[src/sv/pfr_pkg.sv]
// package for the page frame replacement block
// shared constants and the cell control and status structs; no dependencies
`default_nettype none
package pfr_pkg;
  localparam int Frames = 16;
  localparam int PageShift = 12;
  localparam int StampBits = 32;
  localparam int AddrBits = 32;
  localparam int PageBits = AddrBits - PageShift;
  localparam int IdxBits = $clog2(Frames);
  localparam int CntBits = $clog2(Frames + 1);
  localparam int FrameOutBits = 4;
  localparam int VictimBits = 20;
  localparam int CfgBits = 5;

  localparam logic CfgPolicy = 1'b0;
  localparam logic CfgFrames = 1'b1;

  localparam logic PolLru = 1'b0;
  localparam logic PolClock = 1'b1;

  // broadcast from the controller to every cell
  typedef struct packed {
    logic [PageBits-1:0]  page;
    logic [IdxBits-1:0]   sel;
    logic                 wr_en;   // write selected cell with new page
    logic                 touch;   // refresh stamp/ref on selected cell
    logic                 set_dirty;
    logic                 clr_ref;  // clear ref bit on selected cell
    logic [StampBits-1:0] stamp;
  } cell_ctl_t;

  // per cell status seen by the controller
  typedef struct packed {
    logic                 valid;
    logic                 match;
    logic                 refd;
    logic                 dirty;
    logic [PageBits-1:0]  page;
    logic [StampBits-1:0] stamp;
  } cell_stat_t;
endpackage
`default_nettype wire

[src/sv/page_frame_replacement.sv]
// top level of the page frame replacement block
// depends on pfr_pkg and pfr_cell
//
// usage: pulse start with in_virtual_address/in_is_write while busy is low.
// the access is registered, then its page is compared against every cell
// in parallel. a hit or a free-frame fill is written in the compare state.
// on a full table the victim is found by a walk over the cells, one cell
// a cycle: lru scans frames_in_use cells, clock advances the hand one
// cell a cycle until it finds a clear reference bit. the result shows for
// one cycle with out_valid; the receiver cannot stall, and busy drops in
// that same cycle.
// reset empties every frame, zeroes the stamp counter and the clock hand,
// and sets policy lru with 16 frames. configuration is written through
// cfg_we/cfg_index/cfg_data while the block is idle.
`default_nettype none
module page_frame_replacement (
  input  wire                          clk,
  input  wire                          rst_n,
  input  wire                          start,
  output logic                         busy,
  input  wire  [pfr_pkg::AddrBits-1:0] in_virtual_address,
  input  wire                          in_is_write,
  output logic                         out_valid,
  output logic                         out_hit,
  output logic [3:0]                   out_frame,
  output logic                         out_evicted,
  output logic [19:0]                  out_victim_page,
  output logic                         out_victim_dirty,
  input  wire                          cfg_we,
  input  wire                          cfg_index,
  input  wire  [pfr_pkg::CfgBits-1:0]  cfg_data
);
  import pfr_pkg::*;

  typedef enum logic [3:0] {
    S_IDLE = 4'b0001, S_LOOK = 4'b0010, S_WALK = 4'b0100, S_DONE = 4'b1000
  } state_t;

  state_t state_r, state_nxt;
  logic policy_r;
  logic [CntBits-1:0] nfr_r;
  logic [StampBits-1:0] acc_r;
  logic [IdxBits-1:0] hand_r, cur_r, best_r;
  logic [PageBits-1:0] page_r;
  logic wr_r;
  logic [StampBits-1:0] best_stamp_r;
  cell_ctl_t ctl;
  cell_stat_t stat [Frames];

  // active frame count clamp
  logic [CntBits-1:0] n;
  always_comb begin
    if (nfr_r == '0) n = CntBits'(1);
    else if (nfr_r > CntBits'(Frames)) n = CntBits'(Frames);
    else n = nfr_r;
  end

  // cell row
  for (genvar g = 0; g < Frames; g++) begin : g_cell
    pfr_cell u_cell (.clk(clk), .rst_n(rst_n), .my_idx(IdxBits'(g)),
                     .ctl(ctl), .stat(stat[g]));
  end

  // lowest matching and lowest free among active cells
  logic hit_f, free_f;
  logic [IdxBits-1:0] hit_i, free_i;
  always_comb begin
    hit_f = 1'b0; free_f = 1'b0; hit_i = '0; free_i = '0;
    for (int i = Frames - 1; i >= 0; i--) begin
      if (CntBits'(i) < n) begin
        if (stat[i].match) begin hit_f = 1'b1; hit_i = IdxBits'(i); end
        if (!stat[i].valid) begin free_f = 1'b1; free_i = IdxBits'(i); end
      end
    end
  end

  logic [IdxBits-1:0] cur_inc, last;
  logic cur_last;
  assign last = IdxBits'(n - CntBits'(1));
  assign cur_last = (cur_r == last);
  assign cur_inc = cur_last ? '0 : cur_r + IdxBits'(1);

  logic [StampBits-1:0] acc_inc;
  assign acc_inc = (acc_r == '1) ? acc_r : acc_r + StampBits'(1);

  assign busy = (state_r != S_IDLE);

  // controller
  always_comb begin
    state_nxt = state_r;
    ctl = '0;
    ctl.page = page_r;
    ctl.stamp = acc_r;
    ctl.set_dirty = wr_r;
    ctl.sel = cur_r;
    unique case (state_r)
      S_IDLE: if (start) state_nxt = S_LOOK;
      S_LOOK: begin
        if (hit_f) begin
          ctl.sel = hit_i; ctl.touch = 1'b1; state_nxt = S_DONE;
        end else if (free_f) begin
          ctl.sel = free_i; ctl.wr_en = 1'b1; state_nxt = S_DONE;
        end else begin
          state_nxt = S_WALK;
        end
      end
      S_WALK: begin
        if (policy_r == PolClock) begin
          if (stat[cur_r].refd) ctl.clr_ref = 1'b1;
          else begin ctl.wr_en = 1'b1; state_nxt = S_DONE; end
        end else if (cur_last) begin
          ctl.wr_en = 1'b1; state_nxt = S_DONE;
          if (stat[cur_r].stamp >= best_stamp_r && cur_r != '0) ctl.sel = best_r;
        end
      end
      S_DONE: state_nxt = S_IDLE;
      default: state_nxt = S_IDLE;
    endcase
  end

  // datapath and result
  always_ff @(posedge clk) begin
    if (!rst_n) begin
      state_r <= S_IDLE; policy_r <= PolLru; nfr_r <= CntBits'(Frames);
      acc_r <= '0; hand_r <= '0; out_valid <= 1'b0;
    end else begin
      state_r <= state_nxt;
      out_valid <= (state_r == S_DONE);
      if (cfg_we && state_r == S_IDLE) begin
        if (cfg_index == CfgPolicy) policy_r <= cfg_data[0];
        else nfr_r <= cfg_data;
      end
      if (ctl.wr_en || ctl.touch) acc_r <= acc_inc;
      if (state_r == S_LOOK && !hit_f && !free_f)
        cur_r <= (policy_r == PolClock) ? ((CntBits'(hand_r) >= n) ? '0 : hand_r) : '0;
      if (state_r == S_WALK) begin
        if (policy_r == PolClock) begin
          cur_r <= cur_inc;
          if (ctl.wr_en) hand_r <= cur_inc;
        end else begin
          cur_r <= cur_inc;
          if (cur_r == '0 || stat[cur_r].stamp < best_stamp_r) begin
            best_r <= cur_r; best_stamp_r <= stat[cur_r].stamp;
          end
        end
      end
    end
  end

  always_ff @(posedge clk) begin
    if (state_r == S_IDLE && start) begin
      page_r <= in_virtual_address[AddrBits-1:PageShift];
      wr_r <= in_is_write;
    end
    if (ctl.wr_en || ctl.touch) begin
      out_hit <= ctl.touch;
      out_frame <= FrameOutBits'(ctl.sel);
      out_evicted <= (state_r == S_WALK);
      out_victim_page <= (state_r == S_WALK) ? VictimBits'(stat[ctl.sel].page) : '0;
      out_victim_dirty <= (state_r == S_WALK) && stat[ctl.sel].dirty;
    end
  end
endmodule
`default_nettype wire

[src/sv/pfr_cell.sv]
// one frame cell: page, stamp, valid, dirty and reference bits
// depends on pfr_pkg
`default_nettype none
module pfr_cell (
  input  wire                      clk,
  input  wire                      rst_n,
  input  wire  [pfr_pkg::IdxBits-1:0] my_idx,
  input  pfr_pkg::cell_ctl_t       ctl,
  output pfr_pkg::cell_stat_t      stat
);
  import pfr_pkg::*;

  logic                 valid_r, dirty_r, ref_r;
  logic [PageBits-1:0]  page_r;
  logic [StampBits-1:0] stamp_r;
  logic                 me;

  assign me = (ctl.sel == my_idx);

  // control bits
  always_ff @(posedge clk) begin
    if (!rst_n) begin
      valid_r <= 1'b0;
      dirty_r <= 1'b0;
      ref_r   <= 1'b0;
    end else if (me) begin
      if (ctl.wr_en) begin
        valid_r <= 1'b1;
        dirty_r <= ctl.set_dirty;
        ref_r   <= 1'b1;
      end else if (ctl.touch) begin
        ref_r <= 1'b1;
        if (ctl.set_dirty) dirty_r <= 1'b1;
      end else if (ctl.clr_ref) begin
        ref_r <= 1'b0;
      end
    end
  end

  // payload
  always_ff @(posedge clk) begin
    if (me && ctl.wr_en) page_r <= ctl.page;
    if (me && (ctl.wr_en || ctl.touch)) stamp_r <= ctl.stamp;
  end

  assign stat.valid = valid_r;
  assign stat.match = valid_r && (page_r == ctl.page);
  assign stat.refd  = ref_r;
  assign stat.dirty = dirty_r;
  assign stat.page  = page_r;
  assign stat.stamp = stamp_r;
endmodule
`default_nettype wire

[config.mk]
export PLATFORM = sky130hd
export DESIGN_NAME = page_frame_replacement
export DESIGN_NICKNAME = d
export VERILOG_FILES = /design/src/sv/pfr_pkg.sv /design/src/sv/page_frame_replacement.sv /design/src/sv/pfr_cell.sv
export SDC_FILE = /design/constraint.sdc
export NUM_CORES = 1
export LEC_CHECK = 0
export BUFFER_PORTS_ARGS = -buffer_cell sky130_fd_sc_hd__clkbuf_2
export CAP_MARGIN = 20
export CORE_ASPECT_RATIO = 0.5
export CORE_UTILIZATION = 36
export CTS_BUF_LIST = sky130_fd_sc_hd__clkbuf_4
export DETAILED_ROUTE_END_ITERATION = 8
export HOLD_SLACK_MARGIN = 0.06
export PLACE_DENSITY = 0.5
export SYNTH_ARGS = -nofsm -noshare
export SYNTH_HDL_FRONTEND = slang
export SYNTH_SLANG_ARGS = --single-unit
export TNS_END_PERCENT = 20
[constraint.sdc]
create_clock -name clk -period 15.9 [get_ports clk]
set_clock_uncertainty 0.05 [all_clocks]
set_input_delay 3.18 -clock clk [delete_from_list [all_inputs] [get_ports clk]]
set_output_delay 3.18 -clock clk [all_outputs]
set_load 0.02 [all_outputs]
==> After elaboration in Yosys (flattened, before gate mapping) <==
Index checks and enable logic that the tools add are counted.
{ "totals": {"input_bits": 43, "elab_cells": 456, "ff_bits": 1015} }
{ "op_classes": {"reduce_logical": 121, "magnitude_cmp": 22, "n_eq_ne": 41, "mux": 168, "addsub": 3, "bitwise_logic": 5} }
{ "ops": {"columns": ["cell", "count"], "rows": [
  ["$bmux W56 S4", 2],
  ["$eq A20 B20 Y1", 16],
  ["$mux W4", 78],
  ["$mux W54", 2],
  ["$mux W53", 2],
  ["$mux W1", 78],
  ["$reduce_and A2 Y1", 36],
  ["$logic_and A1 B1 Y1", 54],
  ["$reduce_and A3 Y1", 18],
  ["$lt A4 B5 Y1 const A", 8],
  ["$eq A4 B4 Y1 const B", 9],
  ["$add A32 B1 Y32 const B", 1],
  ["$eq A32 B32 Y1 const B", 1],
  ["$ge A32 B32 Y1", 1],
  ["$lt A32 B32 Y1", 1],
  ["$eq A4 B3 Y1 const B", 5],
  ["$lt A3 B5 Y1 const A", 4],
  ["$mux W5", 4],
  ["$eq A4 B2 Y1 const B", 3],
  ["$pmux W4 S3", 1],
  ["$ge A5 B5 Y1 const B", 2],
  ["$lt A1 B5 Y1 const A", 2],
  ["$lt A2 B5 Y1 const A", 2],
  ["$not A4 Y5", 2],
  ["other kinds (19)", 28]
]} }

==> Depth between registers and ports, before layout <==
{ "depth": {"word_depth": 43, "depth_mapped": 22} }

==> By module <==
From an unflattened synthesis, not the netlist that was laid out.
{ "unflattened": {"cells_unflattened": 2952, "area_unflattened_um2": 45778.9} }
{ "modules_own_cells": {"columns": ["mod", "seq_area_each_um2", "area_per_inst_um2", "n_inst", "cells_per_inst"], "rows": [
  ["pfr_cell", 1621.6, 1980.6, 16, 98],
  ["page_frame_replacement", 3583.4, 14088.5, 1, 1384]
]} }

==> Worst setup path after synthesis <==
OpenSTA, ideal clock, no wires.
{ "synth_timing": {"path_kind": "input -> register", "from": "in rst_n", "to": "reg best_r[0] (enable)", "path_buffers": 2, "slack_ps": 7947, "t_required_ps": 15331, "stages": 4, "t_arrival_ps": 7384, "path_cell_list": "clkbuf_1 -> clkinv_1 -> clkbuf_1 -> nor4_1"} }
{ "synth_via": {"elab_chain_cells": 1} }
{ "synth_rtl": {"columns": ["item", "line", "rtl"], "rows": [
  ["start: declaration", "page_frame_replacement.sv:18", "input wire rst_n,"],
  ["$reduce_and A4 Y1 (no source line)", null, null],
  ["end signal: assignment", "page_frame_replacement.sv:143", "best_r <= cur_r; best_stamp_r <= stat[cur_r].stamp;"],
  ["end: declaration", "page_frame_replacement.sv:43", "logic [IdxBits-1:0] hand_r, cur_r, best_r;"]
]} }
Every way passes these cells.
A chain may end at the register's enable or synchronous reset.

==> Worst setup path in the final report <==
{ "layout_timing": {"from": "reg cur_r[0]", "to": "reg g_cell[0].u_cell.page_r[4] (enable)"} }
{ "layout_via": {"elab_chain_cells": 12} }
{ "layout_rtl": {"columns": ["item", "line", "rtl"], "rows": [
  ["start: declaration", "page_frame_replacement.sv:43", null],
  ["start signal: assignment", "page_frame_replacement.sv:135", "cur_r <= (policy_r == PolClock) ? ((CntBits'(hand_r) >= n) ? '0 : hand_r) : '0;"],
  ["start signal: assignment", "page_frame_replacement.sv:138", "cur_r <= cur_inc;"],
  ["start signal: assignment", "page_frame_replacement.sv:141", "cur_r <= cur_inc;"],
  ["$not A4 Y5 (not written as such)", "page_frame_replacement.sv:109, page_frame_replacement.sv:113", null],
  ["$bmux W56 S4", "page_frame_replacement.sv:109, page_frame_replacement.sv:113", null],
  ["$mux W54 (not written as such) (2 in a row)", "page_frame_replacement.sv:113", "if (stat[cur_r].stamp >= best_stamp_r && cur_r != '0) ctl.sel = best_r;"],
  ["$ge A32 B32 Y1", "page_frame_replacement.sv:113", null],
  ["$logic_and A1 B1 Y1", "page_frame_replacement.sv:113", null],
  ["$mux W4", "page_frame_replacement.sv:113", null],
  ["$mux W5", "page_frame_replacement.sv:111", "end else if (cur_last) begin"],
  ["$mux W4", "page_frame_replacement.sv:108", "if (policy_r == PolClock) begin"],
  ["$pmux W5 S2 *", "page_frame_replacement.sv:96", "unique case (state_r)"],
  ["$logic_not A4 Y1", "pfr_cell.sv:18", "assign me = (ctl.sel == my_idx);"],
  ["$logic_and A1 B1 Y1 *", "pfr_cell.sv:42", "if (me && ctl.wr_en) page_r <= ctl.page;"],
  ["end signal: assignment", "pfr_cell.sv:42", null],
  ["end: declaration", "pfr_cell.sv:14", "logic [PageBits-1:0] page_r;"]
]} }
Mark *: on every way between the ends. The rest lies on a longest branch, timed or not. The select of a mux whose other input is x is not followed.

==> metrics.yaml <==
powerDensity_nw_per_um2: 107
worst-setup-path-type: "flip-flop to flip-flop"
core_area_um2: 122000
dp_hpwl_mm: 78.5
r2r_slack_ps: 6640
gr-usage-all-layers_pct: 21.0
synth.net_count: 2933
maxCapViolCount: 0
ant_nets: 0
die_h_um: 251
rsz0062_at_grt: "no"
most-common-layout-cells: "920 x edfxtp_1, 411 x clkbuf_4, 190 x xnor2_1"
cts_tree: "yes"
clk_latency_ps: 1210
clkPwrFrac_pct: 42.0
dr.pass1.iters: 5
antenna_found_initial: 1
ys_top_cells_by_area: "edfxtp_1 62%, mux4_2 8.5%, dfxtp_1 4.3%"
finalNetCount: 3185
post_cts_buffers: 0
dp_slack_ps: 6570
ys_warn_count: 0
cp-start-kind: "flip-flop"
pin_count: 72
worst_pin_slew_ps: 1160
cts_made_buffers: 274
num_vias: 26400
fmax_mhz: 108
arrival_ps: 9980
finalCritPeriodShare_pct: 58.3
rows: 90
synthFlopType: "edfxtp_1"
p_leak_nw: 16.9
syn_area_per_cell_um2: 15.7
port-buffer-count: 59
seqPwrFrac_pct: 54.0
syn_inst: 2850
synth_edf_count: 920
drc: 0
synth-seq-cells: 1015
drt_wl_total_mm: 131
area_growth_pct: 12.5
mostFrequentLayoutCell: "edfxtp_1"
worstPathRequired_ps: 16620
status: "finished clean"
netlist_area_um2: 44700
yosys.area.top_type: "edfxtp_1"
finalMaxSlewViolations: 0
switching_share_pct: 22.9
fin_ws_ps: 6640
final_hold_viol_count: 0
root_buffer: "clkbuf_4"
setup_viol_count_final: 0
clkSlewWorstSetupHoldPaths_ps: 70
place_inst: 4480
worst_setup_path_end_kind: "flip-flop"
ir_drop_v: 0.0000689
htree_levels: 5
grt_pass1_vias: 26800
fin_setup_tns_ps: 0
synth-async-reset-ratio_pct: 0
start_util_pct: 36.7
place.gp.congestion: 0.911
p_switching_mw: 1.23
internal_power_mw: 4.15
grt_pass1_wl_mm: 189
hold_class: "flip-flop to flip-flop"
hold_depth: 2
combPwrFrac_pct: 3.9
seq_area_frac_synth_pct: 66.1
avgViaCountPerCell: 5.34
die_area_um2: 126000
post_cts_resized: 0
yosysTopAreaCellShare_pct: 61.9
power_mw: 5.38
clk_path_buf_depth: 4
synth.distinct_cells: 90
crit_path_max_fanout: 36
grt_start_max_net_pins: 131
n_fill_cell: 11300
wl_per_cell_um: 26.5
drt-initial-drc-count: 2275
overflow: 0
die_x_um: 500
fin_cells: 4941
period_minus_slack_ps: 9260
maxSlewHeadroom_pct: 21.6
rr_worst_depth: 18
drive_above_1_share_pct: 24.9
cts_hold_buf: 0
cts_num_sinks: 1015
cell type report:
| cell class | instances | area [um^2] | share of cell area, % |
|---|---|---|---|
| multi-input combinational | 1611 | 14200 | 28.3 |
| clock buffer | 411 | 3090 | 6.14 |
| antenna | 5 | 12.5 | 0.0249 |
| clock inverter | 43 | 190 | 0.379 |
| timing repair buffer | 137 | 901 | 1.79 |
| tap | 1656 | 2070 | 4.12 |
| sequential | 1015 | 29500 | 58.8 |
| inverter | 63 | 243 | 0.483 |
power groups by stage:
stage	Clock, mW	Sequential (mW)	Combinational, mW
final	2.26	2.91	0.211
after CTS	2.34	2.91	0.212
after global routing	2.47	2.91	0.221
after floorplan	0	2.97	0.120
after detailed placement	0	2.97	0.212
after global placement	0	2.97	0.211
worst max-delay path, stage by stage (launching register included):
cell and delay (ps):
edfxtp_1 350, buf_4 560, buf_4 740, mux4_2 600, mux4_2 510, ha_1 280
and3_1 200, a221o_1 310, a221oi_1 680, o31a_1 380, o21ai_1 230, mux2i_1 220
o22ai_1 130, and3b_1 790, buf_4 410, inv_6 160, nor2_2 730, nand3_1 500
nor2_4 910
Yosys cell counts, types with 8 or more instances:
library cell	n
edfxtp_1	920
xnor2_1	190
nor2_1	179
mux4_2	169
xor2_1	158
nand2_1	128
mux2i_1	121
dfxtp_1	95
buf_2	67
nand4_1	63
clkbuf_1	58
inv_1	57
a21oi_1	56
nand3_1	50
nor4_1	45
ha_1	40
nor3_1	31
o21ai_0	29
a211oi_1	23
o21a_1	21
mux2_2	20
and3_1	19
o221ai_1	19
and2_1	17
buf_1	16
o21ai_1	15
or3_1	15
o211ai_1	14
a221oi_1	11
buf_6	11
a31oi_1	10
a32oi_1	10
nand2b_1	10
o22ai_1	10
a21o_1	9
buf_4	9
o31ai_1	8
cell families after synthesis:
family,synth area share (%)
simple gates,6.85
xor+xnor,6.83
compound gates,5.00
buf+inv,2.34
fa+ha+maj,1.12
flops,66.1
mux,11.7
final timing paths:
| check | to | startpoint |
|---|---|---|
| hold reg to reg | g_cell[7].u_cell.ref_r | g_cell[7].u_cell.ref_r |
| hold / removal | g_cell[7].u_cell.ref_r | g_cell[7].u_cell.ref_r |
| setup / recovery | g_cell[0].u_cell.page_r[4] | cur_r[0] |
| setup reg to reg | g_cell[0].u_cell.page_r[4] | cur_r[0] |
layer usage:
metal	up-vias	global-route usage, %	part of all wire (%)	routed length, um
met5	-	0	0	0
met4	0	8.23	2.8	3720
met3	182	3.46	5.1	6680
met2	824	32.8	47	61000
met1	13600	29.3	45	59400
li1	11700	-	-	-
registers in the layout, indices dropped and copies added, names as in the netlist:
register	cells
cur_r	4
out_valid	1
out_hit	1
g_cell.u_cell.dirty_r	16
wr_r	1
g_cell.u_cell.stamp_r	512
out_victim_dirty	1
g_cell.u_cell.ref_r	16
out_evicted	1
best_stamp_r	32
out_frame	4
state_r	4
nfr_r	5
g_cell.u_cell.page_r	320
page_r	20
policy_r	1
hand_r	4
g_cell.u_cell.valid_r	16
acc_r	32
best_r	4
out_victim_page	20
through the flow:
stage / hold WS (ps) / utilization (%) / cell area [um^2]
3_5_place_dp: 419 / 38.6 / 46900
4_1_cts: 431 / 41.2 / 50200
2_1_floorplan: 374 / - / 44700
3_3_place_gp: 414 / 38.5 / 46900
6_report: 434 / 41.3 / 50200
5_1_grt: 458 / 41.3 / 50200
No activity file was read; power rests on OpenSTA's default activity.
